--- config.mk ---
export PLATFORM = sky130hd
export DESIGN_NAME = dlx_ctrl
export DESIGN_NICKNAME = d
export VERILOG_FILES = /design/src/rtl/dlx_pkg.sv /design/src/rtl/dlx_ctrl.sv
export SDC_FILE = /design/constraint.sdc
export NUM_CORES = 1
export LEC_CHECK = 0
export BUFFER_PORTS_ARGS = -buffer_cell sky130_fd_sc_hd__buf_2
export CAP_MARGIN = 5
export CORE_MARGIN = 1
export CORE_UTILIZATION = 25
export DETAILED_ROUTE_END_ITERATION = 8
export PLACE_DENSITY = 0.55
export RECOVER_POWER = 50
export SLEW_MARGIN = 20
export SYNTH_ARGS = -nofsm -noshare
export SYNTH_HDL_FRONTEND = slang
export SYNTH_SLANG_ARGS = --single-unit
export TNS_END_PERCENT = 100
--- constraint.sdc ---
create_clock -name clk -period 2.9 [get_ports clk]
set_input_delay 0.29 -clock clk [delete_from_list [all_inputs] [get_ports clk]]
set_output_delay 0.29 -clock clk [all_outputs]
set_load 0.03 [all_outputs]
--- src/rtl/dlx_pkg.sv ---
// Shared constants, types and helpers for the DFA longest-match lexer.
package dlx_pkg;

	localparam int NUM_STATES = 64;
	localparam int ST_W       = $clog2(NUM_STATES);
	localparam int MAX_LEXEME = 32;
	localparam int LEN_W      = 6;
	localparam int TOKEN_BITS = 6;
	localparam int SYM_W      = 9;
	localparam int TBL_AW     = ST_W + SYM_W;
	localparam int TBL_W      = ST_W + 1;
	localparam int INFO_W     = TOKEN_BITS + 1;
	localparam int LB_AW      = $clog2(MAX_LEXEME) + 1;
	localparam int LB_DEPTH   = 1 << LB_AW;
	localparam int POS_W      = 32;

	localparam logic [ST_W-1:0] START_RESET = ST_W'(1);

	// input item kinds
	localparam logic [1:0] KIND_CHAR  = 2'd0;
	localparam logic [1:0] KIND_TRANS = 2'd1;
	localparam logic [1:0] KIND_INFO  = 2'd2;

	// special bytes
	localparam logic [7:0] BYTE_BSLASH = 8'h5C;
	localparam logic [7:0] BYTE_SPACE  = 8'h20;
	localparam logic [7:0] BYTE_NL     = 8'h0A;
	localparam logic [7:0] BYTE_TAB    = 8'h09;

	// commands from the controller, one per controller state
	typedef struct packed {
		logic clear;
		logic idle;
		logic step;
		logic consume;
		logic look;
		logic info;
		logic flush;
		logic finish;
	} dlx_cmd_t;

	// status from the datapath
	typedef struct packed {
		logic clear_done;
		logic start;
		logic caught_up;
		logic run_full;
		logic need_look;
		logic tbl_hit;
		logic is_last;
		logic flush_ok;
		logic finish_ok;
	} dlx_sts_t;

	typedef struct packed {
		logic                  is_error;
		logic [TOKEN_BITS-1:0] token_id;
		logic [POS_W-1:0]      start_pos;
		logic [LEN_W-1:0]      lexeme_length;
	} dlx_res_t;

	// plain space, newline or tab; escaped symbols never count
	function automatic logic is_ws(input logic [SYM_W-1:0] sym);
		logic r;
		r = (sym == {1'b0, BYTE_SPACE}) || (sym == {1'b0, BYTE_NL}) ||
			(sym == {1'b0, BYTE_TAB});
		return r;
	endfunction

endpackage

--- src/rtl/dlx_ctrl.sv ---
// Controller state machine that sequences clearing, loads, scans and flushes.
module dlx_ctrl
	import dlx_pkg::*;
(
	input  logic     clk,
	input  logic     arst_n,
	input  dlx_sts_t sts,
	output dlx_cmd_t cmd
);

	typedef enum logic [7:0] {
		S_CLEAR  = 8'b0000_0001,
		S_IDLE   = 8'b0000_0010,
		S_STEP   = 8'b0000_0100,
		S_READ   = 8'b0000_1000,
		S_LOOK   = 8'b0001_0000,
		S_INFO   = 8'b0010_0000,
		S_FLUSH  = 8'b0100_0000,
		S_FINISH = 8'b1000_0000
	} state_t;

	state_t state_q, state_d;

	// pick the next state
	always_comb begin
		state_d = state_q;
		case (state_q)
			S_CLEAR:  if (sts.clear_done) state_d = S_IDLE;
			S_IDLE:   if (sts.start) state_d = S_STEP;
			S_STEP: begin
				if (sts.caught_up) state_d = S_FINISH;
				else if (sts.run_full) state_d = S_FLUSH;
				else state_d = S_READ;
			end
			S_READ:   state_d = sts.need_look ? S_LOOK : S_STEP;
			S_LOOK:   state_d = sts.tbl_hit ? S_INFO : S_FLUSH;
			S_INFO:   state_d = sts.is_last ? S_FLUSH : S_STEP;
			S_FLUSH:  if (sts.flush_ok) state_d = S_STEP;
			S_FINISH: if (sts.finish_ok) state_d = S_IDLE;
			default:  state_d = S_CLEAR;
		endcase
	end

	always_ff @(posedge clk or negedge arst_n) begin
		if (!arst_n) state_q <= S_CLEAR;
		else state_q <= state_d;
	end

	// decode commands
	always_comb begin
		cmd.clear   = (state_q == S_CLEAR);
		cmd.idle    = (state_q == S_IDLE);
		cmd.step    = (state_q == S_STEP);
		cmd.consume = (state_q == S_READ);
		cmd.look    = (state_q == S_LOOK);
		cmd.info    = (state_q == S_INFO);
		cmd.flush   = (state_q == S_FLUSH);
		cmd.finish  = (state_q == S_FINISH);
	end

	ast_onehot: assert property (@(posedge clk) disable iff (!arst_n) $onehot(cmd))
		else $error("controller commands not one-hot");
	ast_flush_src: assert property (@(posedge clk) disable iff (!arst_n)
		(state_q == S_FLUSH) && !$past(state_q == S_FLUSH) |->
		$past(state_q == S_STEP) || $past(state_q == S_LOOK) || $past(state_q == S_INFO))
		else $error("flush entered from wrong state");
	ast_idle_src: assert property (@(posedge clk) disable iff (!arst_n)
		(state_q == S_IDLE) && $past(state_q != S_IDLE) |->
		$past(state_q == S_CLEAR) || $past(state_q == S_FINISH))
		else $error("idle entered mid-scan");

endmodule

==> impl_results.md, run 1 <==
* Fmax at 0.430 GHz
* Distinct cell type count after synthesis at 31
* Final hold vios at 0
* Final setup vio count at 0
* Die Y-Extent at 49.9 um
* Fin nets at 88
* Share of layout cells above drive strength 1 at 0.434
* Largest register FFs at 8
* Core area at 2060 um2
* Placed cell area at 686 um2
* Worst-path fanout max at 6
* Deepest clock path buffer count at 2
* WHS at 0.196 ns
* WL final at around 1400 um
* Syn avg cell area at 10.6 um2
* H-Tree Depth at 1
* CP max stage cell: nor4_1
* Pre-antenna DRT Iters at 4
* RSZ-0062 raised after global routing: no
* Worst path cell trace: nor4_1, nand4b_1, inv_1, buf_2
* Post_cts resized at 0
* Post-CTS Setup Inserts at 0
* Drt drc at 0
* Die Wd at 49.9 um
* Clock sink count at 8
* Register area at just over 200 um2
* Diodes inserted at 0
* Hold Startpoint: sts[5]
* Worst path max stage delay at 0.68 ns
* Syn Std Cell Area at 573 um2
* Leak at 0.360 nW
* Max_cap viols at 0
* Final period utilization at 0.802
* Post-Syn Nets at 65
* Yosys warning count at 0
* Slew HR at 0.468
* Area occupied by multi-input gates at 327 um2
* Worst IR Drop VDD at 0.225 mV
* DRT iter0 DRCs at 9
* Via count at 536
* Fraction of registers with async set/reset at 1.00
* Pre-CTS WS at 1.11 ns
* Fin util at 0.342
* EDFF count, synth at 0
* Pwr dens at 758 nW/um2
* Design Power at 0.535 mW
* CTS tree: done
* Most frequently used flop master after synthesis: dfrtp_1
* Remaining Overflow, GRT at 0
* Area growth, synth to finish at 23.1%
* Worst Setup SP: state_q[6]$_DFFE_PN0P_
* Arr. time, crit path at 2.04 ns
* Final max-slew violation count at 0
* Input/output buffers at 18
* Syn Inst Count at 54
* First-pass GRT wire length at 2190 um
* Final instance area at 706 um2
* Initial antenna violation count at 0
* Post-synthesis sequential area ratio at 0.352
* Family with the most delay on the worst path: simple AND/OR/NAND/NOR gates
* Largest net degree at the start of global routing at 9
* Vias in the first global route at approximately 510
* Fill count at 226
* CP required at 2.61 ns
* Row Count at 16
* Slew @ Worst Pin at 0.790 ns
* Hold Path Class: in -> reg
* Initial Util at 0.278
* Die area at ~2500 um2
* # hold bufs at CTS at 1
* Setup TNS at 0 ns
* Critical path type: reg -> out
* Final Instance Count excl. Fillers at 103
* Count of buffer and inverter cells on the critical path at 2
* Drt wl/cell at approximately 13 um
* Worst Slack Setup Final at 0.574 ns
* Worst setup SP type: flip-flop
* Status: completed
* Clk pin slew, worst setup/hold paths at 0.06 ns
* Via-to-Cell Ratio at 5.20
* Worst reg2reg startpoint: state_q[6]$_DFFE_PN0P_
* Ports at 19
* Top Registers: state_q x8
* ANT nets after route at 0
* Post-synthesis register bit count at 8
* Worst-Skew Late Latency at 0.26 ns
* Biggest register: state_q
* GRT Total Usage at 0.123
* CTS Buf Count at 3
* Placed Cells at 98
* Clock Skew at 0.00819 ns
* Critical Path End Type: output pin
* Final Wtd Congestion at between 0.7 and 0.8
* Final min period at 2.33 ns
* Root Driver: clkbuf_4
* HPWL Detailed at 1110 um
routing by layer:
metal,wire length (um),global-route usage
met5,0,0
met4,20,0.0571
met3,58,0.0370
met2,696,0.203
met1,596,0.143
worst paths after layout:
path	end	slack, ns	cells after the start
max	cmd[5]	0.57	4
min	state_q[3]$_DFFE_PN0P_	0.20	2
max reg2reg	state_q[0]$_DFFE_PN1P_	0.95	5
min in group asynchronous	state_q[4]$_DFFE_PN0P_	0.48	2
min reg2reg	state_q[0]$_DFFE_PN1P_	0.66	1
max in group asynchronous	state_q[0]$_DFFE_PN1P_	2.06	2
placed cells by master (no fill, tap or decap):
cell           count
nand3b_1           1
inv_1              5
clkbuf_4           3
nor2_1             6
o211ai_2           1
o211ai_1           1
nor4_1             1
and3_1             1
a22o_2             1
o22ai_1            1
nand4b_1           4
nor4_4             1
and3_2             1
nand4b_2           1
dlygate4sd3_1      1
and4b_4            1
a221o_2            1
nor3_1             1
o2111a_1           1
dfrtp_1            7
nor3b_1            2
o2bb2ai_1          1
xor2_1             2
nand2_1            2
a211oi_2           1
nor4b_1            1
and2_2             2
clkbuf_1           2
a31oi_1            1
nor2b_1            1
nor4_2             1
and2_1             1
dfstp_2            1
buf_2             17
and4b_2            1
synth_stat cells (2+ instances only):
cell type  number  area (um2)
and2_2          2        15.0
dfrtp_1         7         175
inv_1           5        18.8
nand2_1         2        7.51
nand4b_1        4        35.0
nor2_1          6        22.5
nor3b_1         2        15.0
nor4_4          2        42.5
xor2_1          2        17.5
cells by family after synthesis:
| group | synth area share |
|---|---|
| flip-flops | 0.352 |
| XOR/XNOR | 0.0306 |
| AND/OR/NAND/NOR | 0.415 |
| AO/OA/AOI/OAI | 0.151 |
| buffers and inverters | 0.0524 |
cell type report:
cell class,count,share of cell area
flip-flops and latches,8,0.285
multi-input cells,40,0.463
repair buffers,19,0.140
clock buffers,4,0.0372
well taps,27,0.0479
inverters,5,0.0266
power breakdown:
group	switching (mW)	internal, mW	total, mW
clock network	0.0423	0.0529	0.0952
logic	0.140	0.118	0.258
registers	0.0426	0.139	0.182
total	0.225	0.310	0.535
No activity file was read; power rests on OpenSTA's default activity.
==> run 2: changes to the inputs <==
Settings changed: PLACE_DENSITY 0.55 to 0.57.
Clock period 2.9 ns to 2 ns, I/O delays scaled along.
==> impl_results.md, run 2 (synthesis gave the netlist of run 1 again) <==
* Status: completed
* Worst setup SP type: flip-flop
* Placed Cells at 98 (unchanged)
* Fin nets at 90 (+2.3%)
* Slew @ Worst Pin at 0.445 ns (-0.345 ns)
* H-Tree Depth at 1 (unchanged)
* Clk pin slew, worst setup/hold paths at 0.06 ns (about the same)
* Clock sink count at 8 (unchanged)
* Ports at 19 (unchanged)
* Row Count at 16 (unchanged)
* Die area at 2490 um2 (unchanged)
* Final Instance Count excl. Fillers at 105 (+1.9%)
* Largest net degree at the start of global routing at 9 (unchanged)
* Clock Skew at 0.00161 ns (-0.00658 ns)
* Top Registers: state_q x8
* Final period utilization at 0.958
* First-pass GRT wire length at 2230 um (+1.5%)
* Final setup vio count at 0 (unchanged)
* Biggest register: state_q
* Largest register FFs at 8 (unchanged)
* Hold Path Class: in -> reg
* Pre-antenna DRT Iters at 4 (unchanged)
* Diodes inserted at 0 (unchanged)
* Die Y-Extent at 49.9 um (unchanged)
* CTS Buf Count at 3 (unchanged)
* Core area at 2060 um2 (unchanged)
* Root Driver: clkbuf_4
* Fin util at 0.357 (+0.0146)
* Remaining Overflow, GRT at 0 (unchanged)
* Input/output buffers at 18 (unchanged)
* Max_cap viols at 0 (unchanged)
* Register area at 201 um2 (unchanged)
* CP required at 1.80 ns (-0.81 ns)
* DRT iter0 DRCs at 12 (+3)
* Vias in the first global route at 489 (-4.7%)
* Worst-path fanout max at 6 (unchanged)
* Slew HR at 0.703 (+0.235)
* Area occupied by multi-input gates at 342 um2 (+4.6%)
* Final Wtd Congestion at 0.800 (+11%)
* Arr. time, crit path at 1.72 ns (-0.32 ns)
* Worst IR Drop VDD at 0.518 mV (+130%)
* Fill count at 217 (-4.0%)
* WL final at 1340 um (-2.2%)
* Reg2Reg Setup Slack at 0.35 ns (-0.60 ns)
* Drt wl/cell at 12.8 um (-4.1%)
* CTS tree: done
* HPWL Detailed at 1100 um (-0.45%)
* Initial Util at 0.278 (unchanged)
* GRT Total Usage at 0.121 (-0.00121)
* Final min period at 1.92 ns
* GR met1 Demand/Resource at 0.158 (+0.0154)
* Commonest non-fill, non-tap cells in the layout: buf_2, dfrtp_1, nor2_1, inv_1, nand4b_1
* Setup TNS at 0 ns (unchanged)
* Critical Path End Type: output pin
* Worst-Skew Late Latency at 0.25 ns (about the same)
* Fmax at 0.522 GHz
* M2 GR Usage at 0.191 (-0.0113)
* Share of layout cells above drive strength 1 at 0.462 (+0.0273)
* ANT nets after route at 0 (unchanged)
* Via-to-Cell Ratio at 4.82 (-7.4%)
* Drt drc at 0 (unchanged)
* Die Wd at 49.9 um (unchanged)
* Via count at 506 (-5.6%)
* Leak at 0.376 nW (+4.4%)
* Critical path type: reg -> out
* Final hold vios at 0 (unchanged)
* Initial antenna violation count at 0 (unchanged)
* Area growth, synth to finish at 28.4%
* Final max-slew violation count at 0 (unchanged)
* Pwr dens at 1050 nW/um2 (+39%)
* Routing usage on met3 at 0.0216 (-0.0154)
* Top Usage Layer GRT: met2
* Deepest clock path buffer count at 2 (unchanged)
* Most common cell after layout, fill and taps aside: buf_2
run 2: cell count changes in the layout (fill, tap and decap cells not counted), sizes merged:
cell	previous run	this run
buf	17	19
run 2: worst paths after layout:
check	cells after the start	to	start
min in group asynchronous	2	state_q[1]$_DFFE_PN0P_	arst_n
hold reg to reg	1	state_q[0]$_DFFE_PN1P_	state_q[0]$_DFFE_PN1P_
setup reg to reg	4	state_q[1]$_DFFE_PN0P_	state_q[3]$_DFFE_PN0P_
hold / removal	2	state_q[3]$_DFFE_PN0P_	sts[5]
max in group asynchronous	2	state_q[0]$_DFFE_PN1P_	arst_n
setup / recovery	4	cmd[7]	state_q[7]$_DFFE_PN0P_
run 2: critical path: stages, from the launching register on:
cell and delay [ns]:
dfrtp_1 0.45, nor4_4 0.41, buf_4 0.18, and4b_2 0.23, buf_2 0.19
run 2: timing repair:
item,CTS,global route
hold endpoints to repair,8,0
hold buffers,1,0
resized for setup,0,0
endpoints found under the setup margin,0,2
buffers inserted,0,2
run 2: final cells by class:
cell class / instances / area share
clock buffers: 4 / 0.0357
multi-input cells: 40 / 0.464
repair buffers: 21 / 0.155
flip-flops and latches: 8 / 0.274
inverters: 5 / 0.0255
well taps: 27 / 0.0459
run 2: power by group:
part           internal (mW)  switching (mW)
Clock                 0.0764          0.0562
Sequential             0.202          0.0616
Combinational          0.176           0.202
Total                  0.454           0.320
run 2: per-layer routing:
metal	share of wire	vias up
met5	0	-
met4	0.013	0
met3	0.068	2
met2	0.45	21
met1	0.47	232
li1	-	251
run 2: through the flow:
step / setup WS [ns] / hold WS [ns] / total power, mW / area (um2)
floorplan: 0.384 / -0.0956 / 0.574 / 573
global placement: 0.327 / 0.0553 / 0.644 / 686
detailed placement: 0.321 / 0.0540 / 0.638 / 686
CTS: 0.0631 / 0.131 / 0.778 / 722
global route: -0.00506 / 0.142 / 0.830 / 736
finish: 0.0838 / 0.144 / 0.773 / 736
